### src/rtl/ssrp_pkg.sv
`default_nettype none

package ssrp_pkg;

    localparam int FREQ_WIDTH     = 24;
    localparam int FREQ_FRAC_BITS = 8;
    localparam int POS_WIDTH      = 32;
    localparam int CFG_DATA_WIDTH = 32;
    localparam int CFG_IDX_WIDTH  = 3;

    typedef logic [FREQ_WIDTH-1:0] freq_t;
    typedef logic signed [POS_WIDTH-1:0] pos_t;
    typedef logic signed [POS_WIDTH:0] pos_ext_t;

    localparam freq_t FREQ_MAX = {FREQ_WIDTH{1'b1}};
    localparam freq_t FREQ_ZERO = {FREQ_WIDTH{1'b0}};

    // 1.0 Hz and roughly 2/3 Hz in the fixed-point frequency format
    localparam longint RAMP_STEP_RST_L = (64'd1 << FREQ_FRAC_BITS);
    localparam longint MIN_FREQ_RST_L  = ((64'd2 << FREQ_FRAC_BITS) + 64'd1) / 64'd3;
    localparam freq_t RAMP_STEP_RST = RAMP_STEP_RST_L[FREQ_WIDTH-1:0];
    localparam freq_t MIN_FREQ_RST  = MIN_FREQ_RST_L[FREQ_WIDTH-1:0];

    localparam pos_t MAX_POS_RST = 32'sd100000000;
    localparam pos_t MIN_POS_RST = -32'sd100000000;

    localparam pos_ext_t POS_WRAP_HI = 33'sd2000000000;
    localparam pos_ext_t POS_WRAP_LO = -33'sd2000000000;

    typedef enum logic [2:0] {
        ACT_TICK    = 3'd0,
        ACT_STEP    = 3'd1,
        ACT_START   = 3'd2,
        ACT_TARGET  = 3'd3,
        ACT_STOP    = 3'd4,
        ACT_DIR     = 3'd5,
        ACT_SET_POS = 3'd6
    } action_t;

    typedef enum logic [1:0] {
        MOTOR_STOPPED = 2'd0,
        MOTOR_ACCEL   = 2'd1,
        MOTOR_CRUISE  = 2'd2,
        MOTOR_DECEL   = 2'd3
    } motor_state_t;

    typedef enum logic [CFG_IDX_WIDTH-1:0] {
        CFG_RAMP_UP   = 3'd0,
        CFG_RAMP_DOWN = 3'd1,
        CFG_MIN_FREQ  = 3'd2,
        CFG_MAX_POS   = 3'd3,
        CFG_MIN_POS   = 3'd4,
        CFG_MAX_EN    = 3'd5,
        CFG_MIN_EN    = 3'd6,
        CFG_INVERT    = 3'd7
    } cfg_idx_t;

    typedef struct packed {
        freq_t ramp_up_step;
        freq_t ramp_down_step;
        freq_t min_freq;
        pos_t  max_position;
        pos_t  min_position;
        logic  max_limit_enable;
        logic  min_limit_enable;
        logic  invert_direction;
    } cfg_t;

    typedef struct packed {
        action_t action;
        freq_t   freq_value;
        logic    new_direction;
        logic    force_direction;
        pos_t    position_value;
    } item_t;

    typedef struct packed {
        motor_state_t motor_state;
        freq_t        current_freq;
        freq_t        target_out;
        pos_t         position_low;
        pos_t         position_high;
        logic         direction_pin;
        logic         step_emitted;
        logic         accepted;
    } result_t;

endpackage

`default_nettype wire

### src/rtl/ssrp_cfg.sv
`default_nettype none

module ssrp_cfg (
    input  wire logic                                   clk,
    input  wire logic                                   rst_n,
    input  wire logic                                   cfg_write,
    input  wire logic [ssrp_pkg::CFG_IDX_WIDTH-1:0]     cfg_index,
    input  wire logic [ssrp_pkg::CFG_DATA_WIDTH-1:0]    cfg_data,
    output ssrp_pkg::cfg_t                              cfg
);

    ssrp_pkg::cfg_t cfg_reg;
    ssrp_pkg::cfg_t cfg_next;

    always_comb
    begin
        cfg_next = cfg_reg;
        if (cfg_write)
        begin
            unique case (cfg_index)
                ssrp_pkg::CFG_RAMP_UP:
                    cfg_next.ramp_up_step = cfg_data[ssrp_pkg::FREQ_WIDTH-1:0];
                ssrp_pkg::CFG_RAMP_DOWN:
                    cfg_next.ramp_down_step = cfg_data[ssrp_pkg::FREQ_WIDTH-1:0];
                ssrp_pkg::CFG_MIN_FREQ:
                    cfg_next.min_freq = cfg_data[ssrp_pkg::FREQ_WIDTH-1:0];
                ssrp_pkg::CFG_MAX_POS:
                    cfg_next.max_position = ssrp_pkg::pos_t'(cfg_data[ssrp_pkg::POS_WIDTH-1:0]);
                ssrp_pkg::CFG_MIN_POS:
                    cfg_next.min_position = ssrp_pkg::pos_t'(cfg_data[ssrp_pkg::POS_WIDTH-1:0]);
                ssrp_pkg::CFG_MAX_EN:
                    cfg_next.max_limit_enable = cfg_data[0];
                ssrp_pkg::CFG_MIN_EN:
                    cfg_next.min_limit_enable = cfg_data[0];
                ssrp_pkg::CFG_INVERT:
                    cfg_next.invert_direction = cfg_data[0];
                default:
                    cfg_next = cfg_reg;
            endcase
        end
    end

    always_ff @(posedge clk or negedge rst_n)
    begin
        if (!rst_n)
        begin
            cfg_reg.ramp_up_step     <= ssrp_pkg::RAMP_STEP_RST;
            cfg_reg.ramp_down_step   <= ssrp_pkg::RAMP_STEP_RST;
            cfg_reg.min_freq         <= ssrp_pkg::MIN_FREQ_RST;
            cfg_reg.max_position     <= ssrp_pkg::MAX_POS_RST;
            cfg_reg.min_position     <= ssrp_pkg::MIN_POS_RST;
            cfg_reg.max_limit_enable <= 1'b0;
            cfg_reg.min_limit_enable <= 1'b0;
            cfg_reg.invert_direction <= 1'b0;
        end
        else
        begin
            cfg_reg <= cfg_next;
        end
    end

    assign cfg = cfg_reg;

endmodule

`default_nettype wire

### src/rtl/ssrp_exec.sv
`default_nettype none

module ssrp_exec (
    input  wire logic                 clk,
    input  wire logic                 rst_n,
    input  wire logic                 fire,
    input  wire ssrp_pkg::item_t      item,
    input  wire ssrp_pkg::cfg_t       cfg,
    output ssrp_pkg::result_t         result
);

    ssrp_pkg::motor_state_t state_reg, state_next;
    ssrp_pkg::freq_t        freq_now_reg, freq_now_next;
    ssrp_pkg::freq_t        freq_target_reg, freq_target_next;
    logic                   dir_reg, dir_next;
    ssrp_pkg::pos_t         pos_count_reg, pos_count_next;
    ssrp_pkg::pos_t         pos_wraps_reg, pos_wraps_next;

    logic [ssrp_pkg::FREQ_WIDTH:0] up_sum;
    ssrp_pkg::freq_t   up_sat, up_lo, up_f;
    ssrp_pkg::freq_t   dn_raw, dn_f;
    ssrp_pkg::freq_t   start_cap, start_f;
    ssrp_pkg::pos_ext_t pos_ext, pos_inc, pos_dec, pos_step;
    ssrp_pkg::pos_ext_t max_ext, min_ext;
    logic              wrap_up, wrap_down, limit_hit;
    logic              accepted, stepped;

    // Frequency datapath for tick and start
    always_comb
    begin
        up_sum = {1'b0, freq_now_reg} + {1'b0, cfg.ramp_up_step};
        up_sat = up_sum[ssrp_pkg::FREQ_WIDTH] ? ssrp_pkg::FREQ_MAX
                                               : up_sum[ssrp_pkg::FREQ_WIDTH-1:0];
        up_lo  = (up_sat < cfg.min_freq) ? cfg.min_freq : up_sat;
        up_f   = (up_lo > freq_target_reg) ? freq_target_reg : up_lo;

        dn_raw = (freq_now_reg > cfg.ramp_down_step) ? freq_now_reg - cfg.ramp_down_step
                                                     : ssrp_pkg::FREQ_ZERO;
        dn_f   = (dn_raw < freq_target_reg) ? freq_target_reg : dn_raw;

        // Start caps at the target first, then raises to the floor
        start_cap = (cfg.ramp_up_step > freq_target_reg) ? freq_target_reg
                                                         : cfg.ramp_up_step;
        start_f   = (start_cap < cfg.min_freq) ? cfg.min_freq : start_cap;
    end

    // Position datapath for a step pulse
    always_comb
    begin
        pos_ext = {pos_count_reg[ssrp_pkg::POS_WIDTH-1], pos_count_reg};
        max_ext = {cfg.max_position[ssrp_pkg::POS_WIDTH-1], cfg.max_position};
        min_ext = {cfg.min_position[ssrp_pkg::POS_WIDTH-1], cfg.min_position};
        pos_inc = pos_ext + 33'sd1;
        pos_dec = pos_ext - 33'sd1;
        wrap_up   = pos_inc > ssrp_pkg::POS_WRAP_HI;
        wrap_down = pos_dec < ssrp_pkg::POS_WRAP_LO;
        if (dir_reg)
        begin
            pos_step  = wrap_up ? '0 : pos_inc;
            limit_hit = cfg.max_limit_enable && (pos_step >= max_ext);
        end
        else
        begin
            pos_step  = wrap_down ? '0 : pos_dec;
            limit_hit = cfg.min_limit_enable && (pos_step <= min_ext);
        end
    end

    always_comb
    begin
        state_next       = state_reg;
        freq_now_next    = freq_now_reg;
        freq_target_next = freq_target_reg;
        dir_next         = dir_reg;
        pos_count_next   = pos_count_reg;
        pos_wraps_next   = pos_wraps_reg;
        accepted         = 1'b0;
        stepped          = 1'b0;

        unique case (item.action)
            ssrp_pkg::ACT_TICK:
            begin
                if (state_reg != ssrp_pkg::MOTOR_STOPPED)
                begin
                    accepted = 1'b1;
                    if (freq_now_reg < freq_target_reg)
                    begin
                        freq_now_next = up_f;
                        state_next    = ssrp_pkg::MOTOR_ACCEL;
                    end
                    else if (freq_now_reg > freq_target_reg)
                    begin
                        // Dropping under the floor ends the run
                        if (dn_f < cfg.min_freq)
                        begin
                            freq_now_next = ssrp_pkg::FREQ_ZERO;
                            state_next    = ssrp_pkg::MOTOR_STOPPED;
                        end
                        else
                        begin
                            freq_now_next = dn_f;
                            state_next    = ssrp_pkg::MOTOR_DECEL;
                        end
                    end
                    else
                    begin
                        state_next = (freq_now_reg == ssrp_pkg::FREQ_ZERO)
                                   ? ssrp_pkg::MOTOR_STOPPED : ssrp_pkg::MOTOR_CRUISE;
                    end
                end
            end
            ssrp_pkg::ACT_STEP:
            begin
                if (state_reg != ssrp_pkg::MOTOR_STOPPED)
                begin
                    accepted       = 1'b1;
                    stepped        = 1'b1;
                    pos_count_next = pos_step[ssrp_pkg::POS_WIDTH-1:0];
                    if (dir_reg && wrap_up)
                        pos_wraps_next = pos_wraps_reg + 32'sd1;
                    else if (!dir_reg && wrap_down)
                        pos_wraps_next = pos_wraps_reg - 32'sd1;
                    if (limit_hit)
                        freq_target_next = ssrp_pkg::FREQ_ZERO;
                end
            end
            ssrp_pkg::ACT_START:
            begin
                if (state_reg == ssrp_pkg::MOTOR_STOPPED
                    && freq_target_reg != ssrp_pkg::FREQ_ZERO)
                begin
                    accepted      = 1'b1;
                    freq_now_next = start_f;
                    state_next    = ssrp_pkg::MOTOR_ACCEL;
                end
            end
            ssrp_pkg::ACT_TARGET:
            begin
                accepted         = 1'b1;
                freq_target_next = item.freq_value;
            end
            ssrp_pkg::ACT_STOP:
            begin
                accepted         = 1'b1;
                freq_target_next = ssrp_pkg::FREQ_ZERO;
                freq_now_next    = ssrp_pkg::FREQ_ZERO;
                state_next       = ssrp_pkg::MOTOR_STOPPED;
            end
            ssrp_pkg::ACT_DIR:
            begin
                if (dir_reg == item.new_direction || item.force_direction)
                begin
                    accepted = 1'b1;
                    dir_next = item.new_direction;
                end
            end
            ssrp_pkg::ACT_SET_POS:
            begin
                accepted       = 1'b1;
                pos_count_next = item.position_value;
            end
            default:
            begin
                accepted = 1'b0;
            end
        endcase
    end

    always_ff @(posedge clk or negedge rst_n)
    begin
        if (!rst_n)
        begin
            state_reg       <= ssrp_pkg::MOTOR_STOPPED;
            freq_now_reg    <= ssrp_pkg::FREQ_ZERO;
            freq_target_reg <= ssrp_pkg::FREQ_ZERO;
            dir_reg         <= 1'b1;
            pos_count_reg   <= '0;
            pos_wraps_reg   <= '0;
        end
        else if (fire)
        begin
            state_reg       <= state_next;
            freq_now_reg    <= freq_now_next;
            freq_target_reg <= freq_target_next;
            dir_reg         <= dir_next;
            pos_count_reg   <= pos_count_next;
            pos_wraps_reg   <= pos_wraps_next;
        end
    end

    always_comb
    begin
        result.motor_state   = state_next;
        result.current_freq  = freq_now_next;
        result.target_out    = freq_target_next;
        result.position_low  = pos_count_next;
        result.position_high = pos_wraps_next;
        result.direction_pin = dir_next ^ cfg.invert_direction;
        result.step_emitted  = stepped;
        result.accepted      = accepted;
    end

endmodule

`default_nettype wire

### src/rtl/stepper_speed_ramp_position.sv
// Stepper speed-ramp controller with step position counting.
// Input channel (in_valid / in_stall) carries one command item: ramp tick,
// step pulse, start, set target, stop, set direction or set position.
// Output channel (out_valid / out_stall) returns exactly one result item per
// command: motor state, frequencies, position counts and flags after it.
// Configuration registers are written through cfg_write / cfg_index / cfg_data,
// one register per cycle; the user must write them only while no item is in flight (not enforced by the block).
// Path: an accepted item sits in the input register, then executes and lands
// in the output register, which drives out_valid and the result outputs.
// Throughput: one item per cycle while out_stall is low; the execute stage is an
// add or subtract with compares and clamps on the frequency and position registers.
// When out_stall holds a result, the input register absorbs one more item
// and in_stall then rises until the output drains.
// Reset (rst_n low, asynchronous) empties both registers, stops the motor,
// sets direction forward, zeroes position and restores configuration
// defaults.
`default_nettype none

module stepper_speed_ramp_position (
    input  wire logic                                   clk,
    input  wire logic                                   rst_n,
    input  wire logic                                   in_valid,
    output      logic                                   in_stall,
    input  wire logic [2:0]                             action,
    input  wire logic [ssrp_pkg::FREQ_WIDTH-1:0]        freq_value,
    input  wire logic                                   new_direction,
    input  wire logic                                   force_direction,
    input  wire logic signed [ssrp_pkg::POS_WIDTH-1:0]  position_value,
    output      logic                                   out_valid,
    input  wire logic                                   out_stall,
    output      logic [1:0]                             motor_state,
    output      logic [ssrp_pkg::FREQ_WIDTH-1:0]        current_freq,
    output      logic [ssrp_pkg::FREQ_WIDTH-1:0]        target_out,
    output      logic signed [ssrp_pkg::POS_WIDTH-1:0]  position_low,
    output      logic signed [ssrp_pkg::POS_WIDTH-1:0]  position_high,
    output      logic                                   direction_pin,
    output      logic                                   step_emitted,
    output      logic                                   accepted,
    input  wire logic                                   cfg_write,
    input  wire logic [ssrp_pkg::CFG_IDX_WIDTH-1:0]     cfg_index,
    input  wire logic [ssrp_pkg::CFG_DATA_WIDTH-1:0]    cfg_data
);

    ssrp_pkg::cfg_t    cfg;
    ssrp_pkg::item_t   item_reg, item_next;
    ssrp_pkg::result_t result;
    ssrp_pkg::result_t result_reg;
    logic              in_valid_reg, in_valid_next;
    logic              out_valid_reg, out_valid_next;
    logic              advance;
    logic              in_take;

    ssrp_cfg u_cfg (
        .clk       (clk),
        .rst_n     (rst_n),
        .cfg_write (cfg_write),
        .cfg_index (cfg_index),
        .cfg_data  (cfg_data),
        .cfg       (cfg)
    );

    ssrp_exec u_exec (
        .clk    (clk),
        .rst_n  (rst_n),
        .fire   (advance),
        .item   (item_reg),
        .cfg    (cfg),
        .result (result)
    );

    // Execute when the output register is free or draining this cycle
    assign advance  = in_valid_reg && (!out_valid_reg || !out_stall);
    assign in_stall = in_valid_reg && !advance;
    assign in_take  = in_valid && !in_stall;

    always_comb
    begin
        item_next.action          = ssrp_pkg::action_t'(action);
        item_next.freq_value      = freq_value;
        item_next.new_direction   = new_direction;
        item_next.force_direction = force_direction;
        item_next.position_value  = position_value;

        if (in_take)
            in_valid_next = 1'b1;
        else if (advance)
            in_valid_next = 1'b0;
        else
            in_valid_next = in_valid_reg;

        if (advance)
            out_valid_next = 1'b1;
        else if (!out_stall)
            out_valid_next = 1'b0;
        else
            out_valid_next = out_valid_reg;
    end

    always_ff @(posedge clk or negedge rst_n)
    begin
        if (!rst_n)
        begin
            in_valid_reg  <= 1'b0;
            out_valid_reg <= 1'b0;
        end
        else
        begin
            in_valid_reg  <= in_valid_next;
            out_valid_reg <= out_valid_next;
        end
    end

    always_ff @(posedge clk)
    begin
        if (in_take)
            item_reg <= item_next;
        if (advance)
            result_reg <= result;
    end

    assign out_valid     = out_valid_reg;
    assign motor_state   = result_reg.motor_state;
    assign current_freq  = result_reg.current_freq;
    assign target_out    = result_reg.target_out;
    assign position_low  = result_reg.position_low;
    assign position_high = result_reg.position_high;
    assign direction_pin = result_reg.direction_pin;
    assign step_emitted  = result_reg.step_emitted;
    assign accepted      = result_reg.accepted;

endmodule

`default_nettype wire

### config.mk
export PLATFORM = sky130hd
export DESIGN_NAME = stepper_speed_ramp_position
export DESIGN_NICKNAME = d
export VERILOG_FILES = /design/src/rtl/ssrp_pkg.sv /design/src/rtl/ssrp_cfg.sv /design/src/rtl/ssrp_exec.sv /design/src/rtl/stepper_speed_ramp_position.sv
export SDC_FILE = /design/constraint.sdc
export NUM_CORES = 1
export LEC_CHECK = 0
export BUFFER_PORTS_ARGS = -buffer_cell sky130_fd_sc_hd__buf_2
export CAP_MARGIN = 15
export CORE_MARGIN = 2
export CORE_UTILIZATION = 60
export DETAILED_ROUTE_END_ITERATION = 7
export PLACE_DENSITY = 0.78
export SLEW_MARGIN = 5
export SYNTH_ARGS = -nofsm -noshare
export SYNTH_HDL_FRONTEND = slang
export SYNTH_SLANG_ARGS = --single-unit
### constraint.sdc
create_clock -name clk -period 13.9 [get_ports clk]
set_input_delay 1.39 -clock clk [delete_from_list [all_inputs] [get_ports clk]]
set_output_delay 1.39 -clock clk [all_outputs]
set_load 0.02 [all_outputs]
* Word-level counts from Yosys, hierarchy flattened
Cells that the tools add are included.
** Operators by class
- Add/subtract/negate cells :: 6
- Magnitude comparators :: 13
- Equal/unequal tests :: 15
- Multiplexer cells :: 43
- Bitwise logic cells :: 1
- Reduce and logical (&&, ||, !) cells :: 32
** Operator list (count)
- 2-to-1 mux 24 bit :: 14
- 2-to-1 mux 32 bit :: 6
- one-hot mux 24 bit (3 select lines) :: 2
- less-than comparator 24 bit :: 5
- greater-than comparator 24 bit :: 4
- 2-to-1 mux 33 bit :: 2
- one-hot mux 32 bit (2 select lines) :: 1
- adder 32 x 2 -> 33 bit, second input constant :: 1
- greater-or-equal comparator 33 x 32 -> 1 bit :: 1
- greater-than comparator 33 x 32 -> 1 bit, second input constant :: 1
- <= comparator 33 x 32 -> 1 bit :: 1
- less-than comparator 33 x 32 -> 1 bit, second input constant :: 1
- subtractor 32 x 2 -> 33 bit, second input constant :: 1
- adder 32 x 2 -> 32 bit, second input constant :: 1
- subtractor 32 x 2 -> 32 bit, second input constant :: 1
- adder 24 x 24 -> 25 bit :: 1
- logical NOT 24 bit :: 1
- nonzero test 24 bit :: 1
- subtractor 24 bit :: 1
- equality test 3 bit, second input constant :: 7
- AND reduction 2 bit :: 8
- equality test 3 x 2 -> 1 bit, second input constant :: 4
- 2-to-1 mux 2 bit :: 6
- 2-to-1 mux 1 bit :: 10
- 14 further kinds :: 29
** Word-level totals
- Flip-flop bits (word level) :: 434
- Bits of input ports :: 101
- Output and inout port bits :: 119
- Logic and storage cells :: 139

* Depth between registers and ports, before layout
- Word-level depth :: 10
- Gate-level depth with buffers :: 34
- Gate-level depth less buffers :: 30

* By module
From an unflattened synthesis, not the netlist that was laid out.
** Second synthesis, totals
- Cell total of the unflattened synthesis :: 3283
- Area total of the unflattened synthesis :: 31445.2 um2
** Modules (own cells, without submodules)
- ssrp_exec :: times used 1, cells each 2794, area each 20445.9 um2, seq. area each 2879.0 um2
- ssrp_cfg :: times used 1, cells each 303, area each 5561.6 um2, seq. area each 3518.4 um2
- stepper_speed_ramp_position :: times used 1, cells each 186, area each 5437.7 um2, seq. area each 5395.2 um2

* Worst setup path before layout
OpenSTA, ideal clock, no wires.
- Path type :: register to register
- Start point :: register u_exec.freq_now_reg[0]
- End point :: register result_reg, in the netlist current_freq[12] (data pin)
- Setup time :: 0.272 ns
- Data arrival time :: 7.768 ns
- Data required time :: 13.628 ns
- Setup slack :: 5.860 ns
- Stages on the path, launching flop included :: 33
- Path buffers :: 5
- Period minus slack after synthesis :: 8.040 ns
- Cell sequence :: dfrtp_1 > ha_1 > fa_1 > a211o_1 > a2111oi_0 > o21ai_1 > nand4_1 > a31o_2 > clkbuf_1 > nand4_1 > nor3b_1 > ha_1 > nand3_1 > nor3_1 > nand2_1 > o31ai_1 > nor4_1 > a21oi_1 > clkbuf_1 > clkbuf_1 > buf_1 > mux2_2 > ha_1 > nand4_1 > or3_1 > a31oi_1 > o41ai_1 > a2bb2oi_1 > inv_1 > clkbuf_1 > mux2_2 > o211ai_1 > o211ai_1
** RTL lines
- start: declaration :: line ssrp_exec.sv:13 : ssrp_pkg::freq_t freq_now_reg, freq_now_next;
- start signal: assignment :: line ssrp_exec.sv:174 : freq_now_reg <= ssrp_pkg::FREQ_ZERO;
- start signal: assignment :: line ssrp_exec.sv:183 : freq_now_reg <= freq_now_next;
- end signal: assignment :: line stepper_speed_ramp_position.sv:118 : result_reg <= result;
- end: declaration :: line stepper_speed_ramp_position.sv:47 : ssrp_pkg::result_t result_reg;

==> impl_metrics.yaml <==
status:
  violations: "DRC"
  status: "finished with violations"
routing:
  via_per_inst: 7.29
  drt_wl_total_um: 128000
  first_iter_violations: 4699
  drc: 3
  ant_nets: 0
  wl_per_cell_um: 29.8
  firstDrtPassIters: 8
  num_vias: 31400
setup_path:
  startpoint: "u_exec.freq_now_reg[20]$_DFFE_PN0P_"
  endpoint: "motor_state[0]$_DFFE_PP_"
  crit_fanout: 27
  cp.arrival_ns: 11.22
  required_ns: 14.37
  crit_type: "reg -> reg"
  rr_startpoint: "u_exec.freq_now_reg[20]$_DFFE_PN0P_"
  end_kind: "flop"
  r2r-end: "motor_state[0]$_DFFE_PP_"
  start_kind: "flop"
  regToRegSetupSlack_ns: 3.15
  worstRegToRegCells: 26
layout:
  fin_area_mm2: 0.0350
  syn_to_final_growth_pct: 11.1
  fin_nets: 3970
  layout_commonest_cell: "nand2_1"
  largest_register_ff_count: 139
  drive_gt1_share_pct: 15.6
  final_cell_mix: "326 x nand2_1, 283 x ha_1, 266 x o21ai_0, 223 x nor2_1, 223 x dfrtp_1"
sta:
  slew_viol_final: 0
  fin_crit_sh_pct: 77.4
  worst_pin_slew_ns: 1.21
  rsz0062_at_grt: "false"
  hold_viol_final: 0
  fin_crit_ns: 10.75
  fin_setup_tns_ns: 0
  clock.fmax_ghz: 0.0930
  setup_viol: 0
  clock_skew_ns: 0.0468
  slew_headroom_pct: 19.1
global_route:
  grt_pass1_vias: 29900
  grt_use_total_pct: 46.4
  antenna_found_initial: 7
  grt_max_degree: 94
  grt_pass1_wl_um: 188000
  grt-ovfl-total: 0
floorplan:
  num_rows: 83
  fp.dieH_um: 233
  die_w_um: 233
  ioPinCount: 220
  core_area_mm2: 0.0516
  initial_utilization_pct: 61.0
  die_area_mm2: 0.0544
power:
  p_comb_share_pct: 58.8
  leakagePower_uw: 0.0150
  p_switching_uw: 4230
  p_seq_share_pct: 24.0
  ir_worst_vdd_uv: 166
  sw_frac_of_total_pct: 50.2
  power_frac_clock_pct: 17.2
  intPower_uw: 4190
  power_density_mw_per_mm2: 241
clock_tree:
  clockBufferDepth: 3
  cts_tree: "yes"
  cts_root_buf: "clkbuf_16"
  cts_sinks: 434
  cts_buffers: 49
  cts_setup_buffers: 0
  h-tree-depth: 2
  cts.reportedPaths.clkPinSlew_ns: 0.07
  post_cts_resized: 0
  clk-insertion-delay-late_ns: 0.63
  holdBufCountCts: 0
min_path:
  hp-start: "item_reg[39]$_DFFE_PP_"
  hold_class: "reg -> reg"
yosys:
  synthArstFlopShare_pct: 59.0
  synth_area_per_cell_um2: 9.14
  synth-edff-count: 178
  synth.net_count: 3832
  netlist_area_mm2: 0.0315
  yosys_warnings: 0
  synth_cell_type_count: 99
  synth_seq_cells: 434
  synthCells: 3446
  ys_seq_area_share_pct: 37.4
  synthFlopType: "dfrtp_1"
job:
  max_cap_viol_count: 0
placed_design:
  placed_area_mm2: 0.0332
  gp_congestion: 1.09
  port_buffers: 219
  hpwl_um: 96100
==> Yosys cell counts, drive strengths merged (22+ instances only) <==
library cell,number,area share [%]
a211o,22,0.61
a211oi,29,0.69
a21o,73,1.7
a21oi,201,3.2
a22o,33,0.92
a22oi,25,0.60
a31oi,37,0.77
a32o,26,0.83
and3,38,0.75
buf,30,0.52
clkbuf,155,1.8
dfrtp,223,18
dfstp,33,2.8
edfxtp,178,17
ha,283,11
inv,183,2.2
mux2,110,3.9
nand2,327,3.9
nand3,109,1.8
nand4,68,1.4
nor2,226,2.7
nor2b,26,0.52
nor3,111,1.8
nor4,35,0.78
o211ai,36,0.86
o21a,24,0.57
o21ai,273,4.3
o31ai,29,0.72
or3,37,0.73
or4,24,0.58
xnor2,65,1.8
xor2,61,1.7
==> critical path: stages, from the launching register on <==
cell and delay [ns]:
dfrtp_1 0.68, ha_1 0.56, nand4_1 0.17, nor4_1 0.55, o31ai_1 0.32, nand3_1 0.35
nand2_1 0.60, nor3b_1 1.07, ha_1 0.41, a21oi_1 0.14, o21ai_0 0.09, a2111oi_0 0.99
o211ai_1 0.29, nor2_2 0.17, buf_4 0.37, mux2_2 0.43, ha_1 0.28, o21ai_0 0.06
nand2b_1 0.07, a21oi_1 0.06, o21ai_0 0.46, nand2_1 0.15, o31a_1 0.45, nor2_1 0.96
o21ai_0 0.41, a21oi_1 0.25, a2bb2oi_1 0.18
==> per-stage QoR <==
step           total power, uW  hold WS [ns]  std cells  utilization, %  setup slack [ns]
2_1_floorplan             5020         0.456       3446               -              5.86
3_3_place_gp              6520         0.473       4211            64.3              3.95
3_5_place_dp              6670         0.493       4212            64.3              3.90
4_1_cts                   8130         0.502       4304            67.8              3.85
5_1_grt                   8770         0.521       4305            67.8              2.97
6_report                  8420         0.506       4310            67.8              3.15
==> routing by layer <==
metal / track usage (%) / up-vias / share of wire [%]
li1: - / 13200 / -
met1: 59.6 / 14900 / 37
met2: 70.3 / 2690 / 43
met3: 14.0 / 591 / 14
met4: 24.9 / 4 / 6.6
met5: 0 / - / 0.018
==> cells by family (layout without fill, tap and decap cells) <==
logic type | Yosys count | count (layout) | synth area share, %
multiplexers | 123 | 123 | 4.35
flip-flops | 434 | 434 | 37.4
AO/OA/AOI/OAI | 1006 | 1006 | 21.4
other | 0 | 5 | 0
AND/OR/NAND/NOR | 1103 | 1103 | 17.4
XOR/XNOR | 126 | 126 | 3.50
adder cells (fa/ha/maj) | 285 | 285 | 11.4
buffers and inverters | 369 | 548 | 4.56
==> power by group through the flow <==
stage | clock network [uW] | logic, uW | registers (uW)
after floorplan | 0 | 3180 | 1840
after global placement | 0 | 4520 | 2000
after detailed placement | 0 | 4660 | 2010
after CTS | 1440 | 4700 | 1990
after global routing | 1490 | 5250 | 2030
final | 1450 | 4950 | 2020
==> layout make-up <==
class	instances	area, um^2
Tap cell	680	851
Clock inverter	34	477
Fill cell	3977	16600
Timing Repair Buffer	272	1500
Inverter	184	696
Antenna cell	5	12.5
Clock buffer	58	1300
Sequential cell	434	11800
Multi-Input combinational cell	2643	18400
==> how the worst min path moves through the flow <==
stage,endpoint,slack [ns],cells past startpoint
finish,u_exec.freq_target_reg[5]$_DFFE_PN0P_,0.51,1
global route,u_cfg.cfg[52]$_DFFE_PN0P_,0.52,1
CTS,u_exec.freq_target_reg[5]$_DFFE_PN0P_,0.50,1
detailed placement,u_cfg.cfg[52]$_DFFE_PN0P_,0.49,1
global placement,out_valid$_DFFE_PN0P_,0.47,1
floorplan,out_valid$_DFFE_PN0P_,0.46,1
No activity file was read; power rests on OpenSTA's default activity.
